$ cat config.mk
export PLATFORM = sky130hd
export DESIGN_NAME = decimal_short_division
export DESIGN_NICKNAME = d
export VERILOG_FILES = /design/src/dsd_pkg.sv /design/src/decimal_short_division.sv
export SDC_FILE = /design/constraint.sdc
export NUM_CORES = 1
export LEC_CHECK = 0
export BUFFER_PORTS_ARGS = -buffer_cell sky130_fd_sc_hd__buf_4
export CAP_MARGIN = 5
export CORE_MARGIN = 2
export CORE_UTILIZATION = 50
export DETAILED_ROUTE_END_ITERATION = 6
export MAX_ROUTING_LAYER = met4
export PLACE_DENSITY_LB_ADDON = 0.05
export SYNTH_ARGS = -nofsm -noshare
export SYNTH_HDL_FRONTEND = slang
export SYNTH_SLANG_ARGS = --single-unit
$ cat constraint.sdc
create_clock -name i_clk -period 5.7 [get_ports i_clk]
set_input_delay 0 -clock i_clk [delete_from_list [all_inputs] [get_ports i_clk]]
set_output_delay 0 -clock i_clk [all_outputs]
set_load 0.005 [all_outputs]
$ cat src/dsd_pkg.sv
// Shared constants and types for the decimal short divider.
`timescale 1ns / 1ps

package dsd_pkg;

    // Divisor and remainder width.
    localparam int DIVISOR_BITS = 31;
    // Partial value remainder * 10 + digit stays below 2^(DIVISOR_BITS + 4).
    localparam int P_BITS = DIVISOR_BITS + 4;
    localparam int STEP_BITS = $clog2(P_BITS);
    localparam int DIGIT_BITS = 4;
    localparam int S_TDATA_BITS = 8;
    localparam int M_TDATA_BITS = ((DIGIT_BITS + DIVISOR_BITS + 7) / 8) * 8;
    localparam int M_TUSER_BITS = 2;

    localparam logic [DIGIT_BITS-1:0] DIGIT_MAX = DIGIT_BITS'(9);
    // Quotient bit where the short path starts when the remainder is below the divisor.
    localparam logic [STEP_BITS-1:0] FAST_START = STEP_BITS'(DIGIT_BITS - 1);
    localparam logic [STEP_BITS-1:0] FULL_START = STEP_BITS'(P_BITS - 1);

    typedef enum logic [1:0] {
        S_IDLE,
        S_RUN,
        S_DONE
    } t_state;

endpackage

$ cat src/decimal_short_division.sv
// Decimal short divider: digit-serial dividend over a restoring shared subtractor.
// Each accepted digit word runs 4 subtract steps in S_RUN, then the result load in S_DONE; 35
//   steps after a divisor write found a nonzero kept remainder; a zero divisor skips them.
// The single subtractor resolves one quotient bit per cycle; a new digit is taken only in idle, once
//   the last result word is loaded; a waiting result word holds the next digit in its load cycle.
// Reset: synchronous active-low; divisor returns to 1, remainder and leading-zero state clear.
`timescale 1ns / 1ps

module decimal_short_division (
    input  logic                               i_clk,
    input  logic                               i_rst_n,
    // Divisor write channel
    input  logic                               i_cfg_valid,
    output logic                               o_cfg_ready,
    input  logic [dsd_pkg::DIVISOR_BITS-1:0]   i_cfg_data,
    // Digit input: tdata = digit[3:0], zero fill; tlast = final_digit
    input  logic                               i_s_tvalid,
    output logic                               o_s_tready,
    input  logic [dsd_pkg::S_TDATA_BITS-1:0]   i_s_tdata,
    input  logic                               i_s_tlast,
    // Result: tdata = quotient_digit[3:0], remainder, zero fill
    //         tuser = leading_zero, divide_error; tlast = end_of_number
    output logic                               o_m_tvalid,
    input  logic                               i_m_tready,
    output logic [dsd_pkg::M_TDATA_BITS-1:0]   o_m_tdata,
    output logic [dsd_pkg::M_TUSER_BITS-1:0]   o_m_tuser,
    output logic                               o_m_tlast
);
    import dsd_pkg::*;

    localparam int FILL_BITS = M_TDATA_BITS - DIGIT_BITS - DIVISOR_BITS;

    t_state                  r_state, n_state;
    logic [DIVISOR_BITS-1:0] r_divisor, n_divisor;
    logic [DIVISOR_BITS-1:0] r_partial, n_partial;
    logic                    r_seen, n_seen;
    logic                    r_in_range, n_in_range;
    logic                    r_m_valid, n_m_valid;

    logic [P_BITS-1:0]       r_p, n_p;
    logic [STEP_BITS-1:0]    r_step, n_step;
    logic [DIVISOR_BITS-1:0] r_acc, n_acc;
    logic [DIGIT_BITS-1:0]   r_q, n_q;
    logic                    r_big, n_big;
    logic                    r_err, n_err;
    logic                    r_last, n_last;

    logic [DIGIT_BITS-1:0]   r_out_q, n_out_q;
    logic [DIVISOR_BITS-1:0] r_out_r, n_out_r;
    logic                    r_out_lz, n_out_lz;
    logic                    r_out_err, n_out_err;
    logic                    r_out_last, n_out_last;

    logic [DIGIT_BITS-1:0]   w_digit;
    logic [P_BITS-1:0]       w_p;
    logic [DIVISOR_BITS:0]   w_shift;
    logic [DIVISOR_BITS+1:0] w_diff;
    logic                    w_ge;
    logic [DIGIT_BITS-1:0]   w_qd;
    logic                    w_seen;
    logic                    w_s_take;
    logic                    w_out_free;

    assign o_cfg_ready = 1'b1;
    assign o_s_tready  = (r_state == S_IDLE);
    assign w_s_take    = i_s_tvalid && o_s_tready;
    assign w_out_free  = !r_m_valid || i_m_tready;

    // Clamp out-of-range digits to nine.
    assign w_digit = (i_s_tdata[DIGIT_BITS-1:0] > DIGIT_MAX) ? DIGIT_MAX
                                                            : i_s_tdata[DIGIT_BITS-1:0];
    assign w_p = {1'b0, r_partial, 3'b000} + {3'b000, r_partial, 1'b0}
               + {{(P_BITS-DIGIT_BITS){1'b0}}, w_digit};

    // Shared subtractor: one quotient bit per step.
    assign w_shift = {r_acc, r_p[r_step]};
    assign w_diff  = {1'b0, w_shift} - {2'b00, r_divisor};
    assign w_ge    = !w_diff[DIVISOR_BITS+1];

    assign w_qd   = (r_big || r_q > DIGIT_MAX) ? DIGIT_MAX : r_q;
    assign w_seen = r_seen || (w_qd != '0);

    always_comb begin
        n_state    = r_state;
        n_divisor  = r_divisor;
        n_partial  = r_partial;
        n_seen     = r_seen;
        n_in_range = r_in_range;
        n_m_valid  = r_m_valid;
        n_p        = r_p;
        n_step     = r_step;
        n_acc      = r_acc;
        n_q        = r_q;
        n_big      = r_big;
        n_err      = r_err;
        n_last     = r_last;
        n_out_q    = r_out_q;
        n_out_r    = r_out_r;
        n_out_lz   = r_out_lz;
        n_out_err  = r_out_err;
        n_out_last = r_out_last;

        if (r_m_valid && i_m_tready) begin
            n_m_valid = 1'b0;
        end

        // A new divisor may sit below the kept remainder: force the full-length path.
        if (i_cfg_valid) begin
            n_divisor  = i_cfg_data;
            n_in_range = (r_partial == '0);
        end

        unique case (r_state)
            S_IDLE: begin
                if (w_s_take) begin
                    n_last = i_s_tlast;
                    n_q    = '0;
                    n_big  = 1'b0;
                    n_p    = w_p;
                    if (r_divisor == '0) begin
                        n_err   = 1'b1;
                        n_acc   = '0;
                        n_state = S_DONE;
                    end else begin
                        n_err   = 1'b0;
                        n_state = S_RUN;
                        if (r_in_range) begin
                            n_step = FAST_START;
                            n_acc  = w_p[P_BITS-1:DIGIT_BITS];
                        end else begin
                            n_step = FULL_START;
                            n_acc  = '0;
                        end
                    end
                end
            end
            S_RUN: begin
                n_acc = w_ge ? w_diff[DIVISOR_BITS-1:0] : w_shift[DIVISOR_BITS-1:0];
                n_q   = {r_q[DIGIT_BITS-2:0], w_ge};
                n_big = r_big || r_q[DIGIT_BITS-1];
                if (r_step == '0) begin
                    n_state = S_DONE;
                end else begin
                    n_step = r_step - STEP_BITS'(1);
                end
            end
            S_DONE: begin
                if (w_out_free) begin
                    n_m_valid  = 1'b1;
                    n_out_last = r_last;
                    n_out_err  = r_err;
                    n_in_range = 1'b1;
                    n_state    = S_IDLE;
                    if (r_err) begin
                        n_out_q  = '0;
                        n_out_r  = '0;
                        n_out_lz = 1'b0;
                        n_partial = '0;
                        n_seen    = 1'b0;
                    end else begin
                        n_out_q   = w_qd;
                        n_out_r   = r_acc;
                        n_out_lz  = !w_seen && !r_last;
                        n_partial = r_last ? '0 : r_acc;
                        n_seen    = r_last ? 1'b0 : w_seen;
                    end
                end
            end
            default: begin
                n_state = S_IDLE;
            end
        endcase
    end

    always_ff @(posedge i_clk) begin
        if (!i_rst_n) begin
            r_state    <= S_IDLE;
            r_divisor  <= DIVISOR_BITS'(1);
            r_partial  <= '0;
            r_seen     <= 1'b0;
            r_in_range <= 1'b1;
            r_m_valid  <= 1'b0;
        end else begin
            r_state    <= n_state;
            r_divisor  <= n_divisor;
            r_partial  <= n_partial;
            r_seen     <= n_seen;
            r_in_range <= n_in_range;
            r_m_valid  <= n_m_valid;
        end
    end

    always_ff @(posedge i_clk) begin
        r_p        <= n_p;
        r_step     <= n_step;
        r_acc      <= n_acc;
        r_q        <= n_q;
        r_big      <= n_big;
        r_err      <= n_err;
        r_last     <= n_last;
        r_out_q    <= n_out_q;
        r_out_r    <= n_out_r;
        r_out_lz   <= n_out_lz;
        r_out_err  <= n_out_err;
        r_out_last <= n_out_last;
    end

    assign o_m_tvalid = r_m_valid;
    assign o_m_tdata  = {{FILL_BITS{1'b0}}, r_out_r, r_out_q};
    assign o_m_tuser  = {r_out_err, r_out_lz};
    assign o_m_tlast  = r_out_last;

    // Running remainder stays below the divisor through every subtract step.
    a_acc_below: assert property (@(posedge i_clk) disable iff (!i_rst_n)
        (r_state == S_RUN) |-> ({1'b0, r_acc} < {1'b0, r_divisor}))
        else $error("running remainder not below divisor");

    // Error results carry a zero digit and a zero remainder.
    a_err_zero: assert property (@(posedge i_clk) disable iff (!i_rst_n)
        (o_m_tvalid && o_m_tuser[1]) |-> (o_m_tdata[DIGIT_BITS-1:0] == '0
            && o_m_tdata[DIGIT_BITS+DIVISOR_BITS-1:DIGIT_BITS] == '0 && !o_m_tuser[0]))
        else $error("divide error with nonzero payload");

    // Quotient digit is a decimal digit; the final digit is never a leading zero.
    a_digit_ok: assert property (@(posedge i_clk) disable iff (!i_rst_n)
        o_m_tvalid |-> (o_m_tdata[DIGIT_BITS-1:0] <= DIGIT_MAX && !(o_m_tlast && o_m_tuser[0])))
        else $error("bad quotient digit or leading-zero flag");

    // After a final digit completes, the kept remainder is cleared.
    a_clear_end: assert property (@(posedge i_clk) disable iff (!i_rst_n)
        (r_state == S_DONE && w_out_free && r_last) |=> (r_partial == '0 && !r_seen))
        else $error("state not cleared after final digit");

endmodule

==> flow_metrics.py <==
metrics = {
    "routing": {
        "drt_iter0_markers": 648,
        "avgRoutedWirePerCell_um": 18.9,
        "route.detailed.drc": 0,
        "vias": 8468,
        "route.detailed.vias_per_inst": 5.73,
        "final_antenna_net_count": 0,
        "route.final.wire_length_um": 27900,
        "drtPass1Iterations": 5,
    },
    "sta": {
        "slew_headroom": 0.279,
        "fmax_mhz": 193,
        "grt_setup_unrepaired": "false",
        "worst_slew_pin_slew_ps": 1080,
        "slew_violations": 0,
        "min_period_ps": 5180,
        "finClkSkew_ps": 16.8,
        "final_min_period_over_clock_period": 0.908,
        "finalSetupViolCount": 0,
        "hold_viol_final": 0,
        "totalNegativeSetupSlack_ps": 0,
    },
    "worst_setup_path": {
        "crit_family": "compound AO/OA/AOI/OAI gates",
        "critical_path.max_stage_delay_ps": 780,
        "crit_fanout": 37,
        "crit_arrival_ps": 5330,
        "crit_end_category": "register",
        "worst-path-buf-inv": 1,
        "worst_path_max_delay_cell": "sky130_fd_sc_hd__edfxtp_1",
        "crit_path_category": "register to register",
        "cp_cell_sequence": "mux4_2, mux4_2, mux2i_1, nor2_1, a31oi_1, ha_1, fa_1, nor2b_1, o31a_1, o211a_1, a2bb2oi_4, a31oi_4, o22a_1, buf_4, nor2_1, a21oi_1, o21ai_0",
        "worst_ep_required_time_ps": 5860,
        "critical_path.startpoint_type": "register",
    },
    "grt": {
        "grt_antenna_before_repair": 0,
        "globalRouteTotalUtil": 0.245,
        "via_count_of_the_first_global_routing_pass": 8151,
        "grt_max_degree": 68,
        "grt-ovfl-total": 0,
        "grt_pass1_wl_um": 44100,
    },
    "synth": {
        "synth-edff-count": 117,
        "syn-instance-count": 1096,
        "avg_synthesized_cell_area_um2": 10.3,
        "post-synth-top-area-fraction": 0.312,
        "synth_area_leaders": "sky130_fd_sc_hd__edfxtp_1 31%, sky130_fd_sc_hd__dfxtp_1 12%, sky130_fd_sc_hd__ha_1 10%",
        "yosys_register_bits": 184,
        "synth-seq-area-share": 0.431,
        "yosys_most_used_dff": "sky130_fd_sc_hd__edfxtp_1",
        "ys_async_sr_fraction": 0,
        "number_of_warnings_reported_in_the_yosys_synthesis_log": 0,
        "cell_type_with_the_highest_aggregate_area_in_the_netlist": "sky130_fd_sc_hd__edfxtp_1",
        "synth_cell_types": 73,
        "post_synth_instance_area_um2": 11300,
    },
    "job": {
        "drv_cap": 0,
    },
    "power": {
        "power.share.combinational": 0.312,
        "leakage_uw": 0.00539,
        "vdd.ir_drop.worst_mv": 0.195,
        "power_uw": 4140,
        "cell_internal_pwr_uw": 2740,
        "power_per_cell_area_nw_per_um2": 320,
        "sw_frac_of_total": 0.338,
        "total_switching_power_uw": 1400,
        "power.clock.fraction": 0.273,
        "share_seq_of_total_power": 0.415,
    },
    "die": {
        "die_h_um": 154,
        "fp.dieW_um": 154,
        "core_region_area_um2": 22000,
        "io_pins": 91,
        "die-area_um2": 23700,
        "start_util": 0.513,
        "std_cell_rows": 54,
    },
    "layout": {
        "layout-drive-gt1-share": 0.124,
        "synthToLayoutAreaGrowth_pct": 14.8,
        "finish.net_count": 1328,
        "antenna_fix_cells": 0,
        "nFillCells": 1884,
        "instances_no_fill": 1479,
    },
    "clocking": {
        "clock_pin_slew_on_the_worst_setup_and_hold_paths_ps": 70,
        "worst_skew_pair.late_latency_ps": 440,
        "cts_htree_levels": 4,
        "cts_setup_buffers": 0,
        "clock-root-buffer": "sky130_fd_sc_hd__clkbuf_16",
        "cts.sink_count": 184,
        "numCtsBuffers": 17,
        "clock_tree_from_tritoncts": "done",
        "cts_buffer_depth": 2,
    },
    "run_status": {
        "run_status": "complete, no violations",
    },
    "placement": {
        "place.detailed.hpwl_um": 20000,
        "finalWeightedCongestion": 0.918,
        "placement.io_buffers": 80,
        "place_inst": 1412,
    },
    "worst_hold_path": {
        "min-delay-path-class": "input pin to register",
    },
}
==> registers in the layout, indices dropped and copies added (netlist names), 2 cells and up <==
signal and cells:
r_divisor 31, r_state 2, r_out_q 4, r_step 6, r_acc 31, r_partial 31
r_p 35, r_out_r 31, r_q 4
==> stage by stage <==
| step | setup slack [ps] | utilization | hold WS, ps | instance area, um^2 |
|---|---|---|---|---|
| 2_1_floorplan | 1290 | - | 98.9 | 11300 |
| 3_3_place_gp | 548 | 0.548 | 182 | 12000 |
| 3_5_place_dp | 468 | 0.548 | 181 | 12000 |
| 4_1_cts | 450 | 0.589 | 3.33 | 12900 |
| 5_1_grt | 153 | 0.589 | 23.3 | 12900 |
| 6_report | 523 | 0.589 | 11.9 | 12900 |
==> cell families (layout without fill, tap and decap cells) <==
family	Yosys count	after routing	share of synthesized area
xor+xnor	55	55	0.0428
simple gates	310	310	0.147
buf+inv	107	206	0.0409
fa+ha+maj	97	97	0.110
mux	52	52	0.0573
compound gates	289	289	0.171
flops	184	184	0.431
other cells	2	6	0.000667
==> routing by layer <==
metal / vias to the layer above / GRT usage / routed length, um
li1: 4225 / - / -
met1: 4001 / 0.355 / 13900
met2: 212 / 0.362 / 12300
met3: 30 / 0.0349 / 1260
met4: 0 / 0.0650 / 465
met5: - / - / 0
==> tightest hold or removal path, cell delays in order <==
cell                      delay, ps
sky130_fd_sc_hd__buf_4           80
sky130_fd_sc_hd__nor2b_1        130
sky130_fd_sc_hd__ha_1           130
==> power groups by stage <==
stage | logic (uW) | clock network [uW] | registers, uW
after floorplan | 1020 | 0 | 1670
after global placement | 1250 | 0 | 1740
after detailed placement | 1260 | 0 | 1740
after CTS | 1290 | 1160 | 1720
after global routing | 1430 | 1200 | 1730
final | 1290 | 1130 | 1720
==> synth_stat cells, types with 3 or more instances <==
cell type and instances:
sky130_fd_sc_hd__mux4_2 10, sky130_fd_sc_hd__buf_4 9, sky130_fd_sc_hd__buf_1 3, sky130_fd_sc_hd__or2_2 5
sky130_fd_sc_hd__o211ai_1 7, sky130_fd_sc_hd__and2_1 9, sky130_fd_sc_hd__mux2i_1 42, sky130_fd_sc_hd__a22oi_1 34
sky130_fd_sc_hd__o31ai_1 5, sky130_fd_sc_hd__clkbuf_1 34, sky130_fd_sc_hd__a31oi_1 5, sky130_fd_sc_hd__ha_1 94
sky130_fd_sc_hd__buf_2 8, sky130_fd_sc_hd__xnor2_1 35, sky130_fd_sc_hd__inv_1 50, sky130_fd_sc_hd__nor3_1 12
sky130_fd_sc_hd__a221o_1 4, sky130_fd_sc_hd__fa_1 3, sky130_fd_sc_hd__nor4_1 15, sky130_fd_sc_hd__and3_1 6
sky130_fd_sc_hd__a2111oi_0 3, sky130_fd_sc_hd__a21oi_1 74, sky130_fd_sc_hd__o21ai_0 60, sky130_fd_sc_hd__o2bb2ai_1 5
sky130_fd_sc_hd__o21a_1 12, sky130_fd_sc_hd__a211oi_1 10, sky130_fd_sc_hd__edfxtp_1 117, sky130_fd_sc_hd__o2111ai_1 3
sky130_fd_sc_hd__o21ai_1 3, sky130_fd_sc_hd__o31a_1 3, sky130_fd_sc_hd__nand2b_1 10, sky130_fd_sc_hd__nand3_1 12
sky130_fd_sc_hd__xor2_1 20, sky130_fd_sc_hd__o21bai_1 5, sky130_fd_sc_hd__a21boi_0 3, sky130_fd_sc_hd__nor2b_1 100
sky130_fd_sc_hd__a21o_1 27, sky130_fd_sc_hd__dfxtp_1 67, sky130_fd_sc_hd__nand4_1 11, sky130_fd_sc_hd__nand2_1 60
sky130_fd_sc_hd__nor2_1 56, sky130_fd_sc_hd__nor4b_1 3
==> worst paths after layout <==
check / start / end / slack [ps] / cells after the start
min reg2reg: r_last / o_m_tlast / 530 / 0
max: r_step[0] / r_acc[15] / 520 / 17
min: i_s_tdata[1] / r_p[1] / 10 / 3
max reg2reg: r_step[0] / r_acc[15] / 520 / 17
==> placed cells by master (no fill, tap or decap), types with 4 or more instances in the layout <==
cell / Yosys / layout
sky130_fd_sc_hd__mux4_2: 10 / 10
sky130_fd_sc_hd__nor3_1: 12 / 11
sky130_fd_sc_hd__o211ai_1: 7 / 7
sky130_fd_sc_hd__a211oi_1: 10 / 10
sky130_fd_sc_hd__xnor2_1: 35 / 35
sky130_fd_sc_hd__nand3_1: 12 / 12
sky130_fd_sc_hd__buf_4: 9 / 88
sky130_fd_sc_hd__a21oi_1: 74 / 74
sky130_fd_sc_hd__and2_1: 9 / 8
sky130_fd_sc_hd__ha_1: 94 / 94
sky130_fd_sc_hd__nor2b_1: 100 / 100
sky130_fd_sc_hd__o31ai_1: 5 / 5
sky130_fd_sc_hd__o21ai_0: 60 / 60
sky130_fd_sc_hd__o21bai_1: 5 / 5
sky130_fd_sc_hd__a22oi_1: 34 / 34
sky130_fd_sc_hd__inv_4: 0 / 4
sky130_fd_sc_hd__nand2b_1: 10 / 10
sky130_fd_sc_hd__nand4_1: 11 / 11
sky130_fd_sc_hd__edfxtp_1: 117 / 117
sky130_fd_sc_hd__o2bb2ai_1: 5 / 5
sky130_fd_sc_hd__nor4_1: 15 / 15
sky130_fd_sc_hd__or2_2: 5 / 5
sky130_fd_sc_hd__dfxtp_1: 67 / 67
sky130_fd_sc_hd__nor2_1: 56 / 54
sky130_fd_sc_hd__and3_1: 6 / 6
sky130_fd_sc_hd__nand2_1: 60 / 60
sky130_fd_sc_hd__a221o_1: 4 / 4
sky130_fd_sc_hd__dlygate4sd3_1: 0 / 35
sky130_fd_sc_hd__mux2i_1: 42 / 42
sky130_fd_sc_hd__a31oi_1: 5 / 5
sky130_fd_sc_hd__clkbuf_16: 0 / 18
sky130_fd_sc_hd__o21a_1: 12 / 12
sky130_fd_sc_hd__conb_1: 2 / 6
sky130_fd_sc_hd__xor2_1: 20 / 20
sky130_fd_sc_hd__inv_1: 50 / 49
sky130_fd_sc_hd__a21o_1: 27 / 27
==> area by class of cell <==
class / count / area [um^2] / area share
Multi-Input combinational cell: 809 / 5980 / 0.462
Sequential cell: 184 / 4850 / 0.375
Timing Repair Buffer: 123 / 1010 / 0.0782
Clock buffer: 21 / 462 / 0.0357
Tap cell: 280 / 350 / 0.0271
Inverter: 51 / 191 / 0.0148
Clock inverter: 11 / 86.3 / 0.00667
==> what timing repair did <==
| action | in CTS | in global routing |
|---|---|---|
| hold buffers | 35 | 0 |
| gates resized for setup | 0 | 0 |
| setup endpoints to repair | 0 | 0 |
| endpoints found under the hold margin | 34 | 0 |
(Power assumes the default switching activity.)
